**config.mk**
```make
export PLATFORM = sky130hd
export DESIGN_NAME = srht_ram
export DESIGN_NICKNAME = d
export VERILOG_FILES = /design/src/hw/rtl/srht_ram.sv
export SDC_FILE = /design/constraint.sdc
export NUM_CORES = 2
export LEC_CHECK = 0
export ABC_AREA = 1
export BUFFER_PORTS_ARGS = -buffer_cell sky130_fd_sc_hd__buf_2
export CORE_UTILIZATION = 60
export CTS_BUF_LIST = sky130_fd_sc_hd__clkbuf_8
export DETAILED_ROUTE_END_ITERATION = 10
export PLACE_DENSITY_LB_ADDON = 0.05
export REMOVE_ABC_BUFFERS = 1
export SLEW_MARGIN = 20
export SYNTH_ARGS = -nofsm -noshare
export SYNTH_HDL_FRONTEND = slang
export SYNTH_SLANG_ARGS = --single-unit
```
**constraint.sdc**
```tcl
create_clock -name clock -period 11.2 [get_ports clock]
set_clock_uncertainty 0.05 [all_clocks]
set_input_delay 1.12 -clock clock [delete_from_list [all_inputs] [get_ports clock]]
set_output_delay 1.12 -clock clock [all_outputs]
set_load 0.03 [all_outputs]
```
**src/hw/rtl/srht_ram.sv**
```systemverilog
// Generic single-port-write, single-port-read RAM with registered read data.
`default_nettype none
module srht_ram #(
   parameter int Depth = 64,
   parameter int Width = 64
) (
   input  wire logic                     clock,
   input  wire logic                     wr_en,
   input  wire logic [$clog2(Depth)-1:0] wr_addr,
   input  wire logic [Width-1:0]         wr_data,
   input  wire logic [$clog2(Depth)-1:0] rd_addr,
   output      logic [Width-1:0]         rd_data
);
   logic [Width-1:0] mem [Depth];

   always_ff @(posedge clock) begin
      if (wr_en) begin
         mem[wr_addr] <= wr_data;
      end
      rd_data <= mem[rd_addr];
   end
endmodule
`default_nettype wire

```
==> flow_summary.yaml <==
outcome:
  status: "completed"
synth:
  synthXorXnorAreaFrac_pct: 0
  yosysUniqueCellTypes: 16
  yosys.area_share.simple_pct: 21.87
  synthesis.area_mm2: 0.1653
  synthMuxAreaShare_pct: 0
  synth-compound-area-share_pct: 0
  ys.warnings.count: 0
  synth_area_per_cell_um2: 12.33
  syn_inst: 13410
  yosys.area_share.adder_pct: 0
  synth_top_family_by_area: "simple AND/OR/NAND/NOR gates"
  ys_seq_elements: 4160
  synth_seq_area_share_pct: 75.18
route:
  avgViaCountPerCell: 6.305
  drc: 0
  wl_per_cell_um: 28.55
  vias: 111700
  dr.first_iter.drc_count: 15430
  dr.pass1.iters: 6
  totalWireLength_um: 505700
  final_antenna_net_count: 0
die:
  initial_core_util_pct: 60.36
  die_area_mm2: 0.2776
  die_h_um: 526.9
  ioPinCount: 142
  rows: 192
  die_w_um: 526.9
  fp.coreArea_mm2: 0.2739
timing:
  max_freq_mhz: 235.7
  fin_hold_ws_ns: 0.3071
  hold_viol: 0
  rsz0062_at_grt: "false"
  finalCriticalPeriod_ns: 4.242
  final.period_utilization_pct: 37.88
  drv_slew: 0
  setup_violations: 0
  worst_pin_slew_ns: 1.264
  slew_headroom_pct: 15.74
layout:
  mostFrequentLayoutCells: "nand2_1 (4416), edfxtp_1 (4096), nand3_1 (3847)"
  finalInstanceArea_mm2: 0.1805
  drive_gt1_share_pct: 8.919
  final_nets: 13640
  postLayoutCoreUtil_pct: 65.90
  final_common_cell: "nand2_1"
  area_growth_pct: 9.184
clock_tree:
  cts_sinks: 4160
  cts_tree: "built"
  clk_pin_slew_ns: 0.07
  htree_levels: 6
  post_cts_resized: 0
  postCtsHoldBufs: 0
  worstSkewPairLatency_ns: 1.22
  ctsLongestPathBuffers: 4
  post_cts_buffers: 0
  root_buffer: "clkbuf_8"
  cts_made_buffers: 658
setup_path:
  crit_type: "in -> reg"
  cpMaxStageDelayCell: "buf_4"
  path_cells: "buf_12 > buf_4 > buf_4 > buf_4 > nand2_1 > nand3_1 > nand3_1 > nand3_1 > nand3_1 > nand2_1 > nand2_1 > nand2_1"
  timing.critical_path.buf_inv: 4
  start_kind: "input pin"
  required_ns: 12.28
  cp_max_fo: 99
  cp_slowest_stage_delay_ns: 0.96
  crit_family: "buffers and inverters"
  worstPathArrival_ns: 5.32
  cp-end-kind: "flip-flop"
power_and_ir_drop:
  p_leak_nw: 64.59
  power_density_mw_per_mm2: 172.1
  power.total_w: 0.03106
  ir_drop_mv: 0.1407
global_route:
  antenna_found_initial: 26
  grt_pass1_wl_um: 725300
  first_global_vias: 105000
  grtUsageTotal_pct: 36.07
  grt-ovfl-total: 0
  grt_max_degree: 223
placed_design:
  dp_hpwl_um: 244300
  gp_congestion: 0.8258
  place_area_mm2: 0.1683
  io_buffers: 141
run:
  maxCapViolations: 0
hold_path:
  hold_path.class: "in -> reg"
[worst paths after layout]
kind                from           to  slack [ns]  depth (start not counted)
min reg2reg  mem[51][15]  rd_data[15]        0.74                          8
min          wr_data[43]  mem[52][43]        0.31                          1
max           rd_addr[0]  rd_data[13]        6.96                         12
max reg2reg  mem[24][11]  rd_data[11]        9.54                          8
[report_power, final]
part           internal (W)  total [W]  switching, W
Clock               0.00587     0.0119       0.00598
Combinational      0.000439    0.00191       0.00147
Sequential           0.0172     0.0173     0.0000570
[routing by layer]
layer	vias to the layer above	wire length (um)	track usage (%)
li1	48290	-	-
met1	54940	190500	50.18
met2	7255	233800	56.02
met3	1174	58440	7.033
met4	18	22830	15.54
met5	-	115	0
[through the flow]
stage	TNS (ns)	setup slack (ns)	instances
finish	0	6.958	17710
floorplan	-8.049	-0.1347	12510
global route	0	6.888	17700
detailed placement	0	5.952	16480
CTS	0	7.231	17690
global placement	0	5.996	16480
[cell type report]
type / instances / area, um^2
Sequential cell: 4160 / 124300
Clock inverter: 512 / 2399
Inverter: 12 / 105.1
Timing Repair Buffer: 392 / 3020
Antenna cell: 21 / 52.55
Multi-Input combinational cell: 8336 / 36620
Fill cell: 20180 / 93380
Clock buffer: 692 / 9524
Tap cell: 3589 / 4491
[cells in the mapped netlist (all sizes together)]
library cell / count / area (um^2)
buf: 750 / 4279
clkbuf: 147 / 551.8
dfxtp: 64 / 1281
edfxtp: 4096 / 123000
inv: 12 / 50.05
nand2: 4416 / 16580
nand3: 3847 / 19250
nand4: 9 / 56.30
nor2: 56 / 210.2
nor4: 8 / 50.05
[logic make-up after synthesis]
| logic type | after synthesis |
|---|---|
| and+or+nand+nor | 8336 |
| buffers and inverters | 909 |
| DFF | 4160 |
[registers in the layout (all words and copies together), names as in the netlist]
| name | cells |
|---|---|
| rd_data | 64 |
| mem | 4096 |
(Power assumes the default switching activity.)
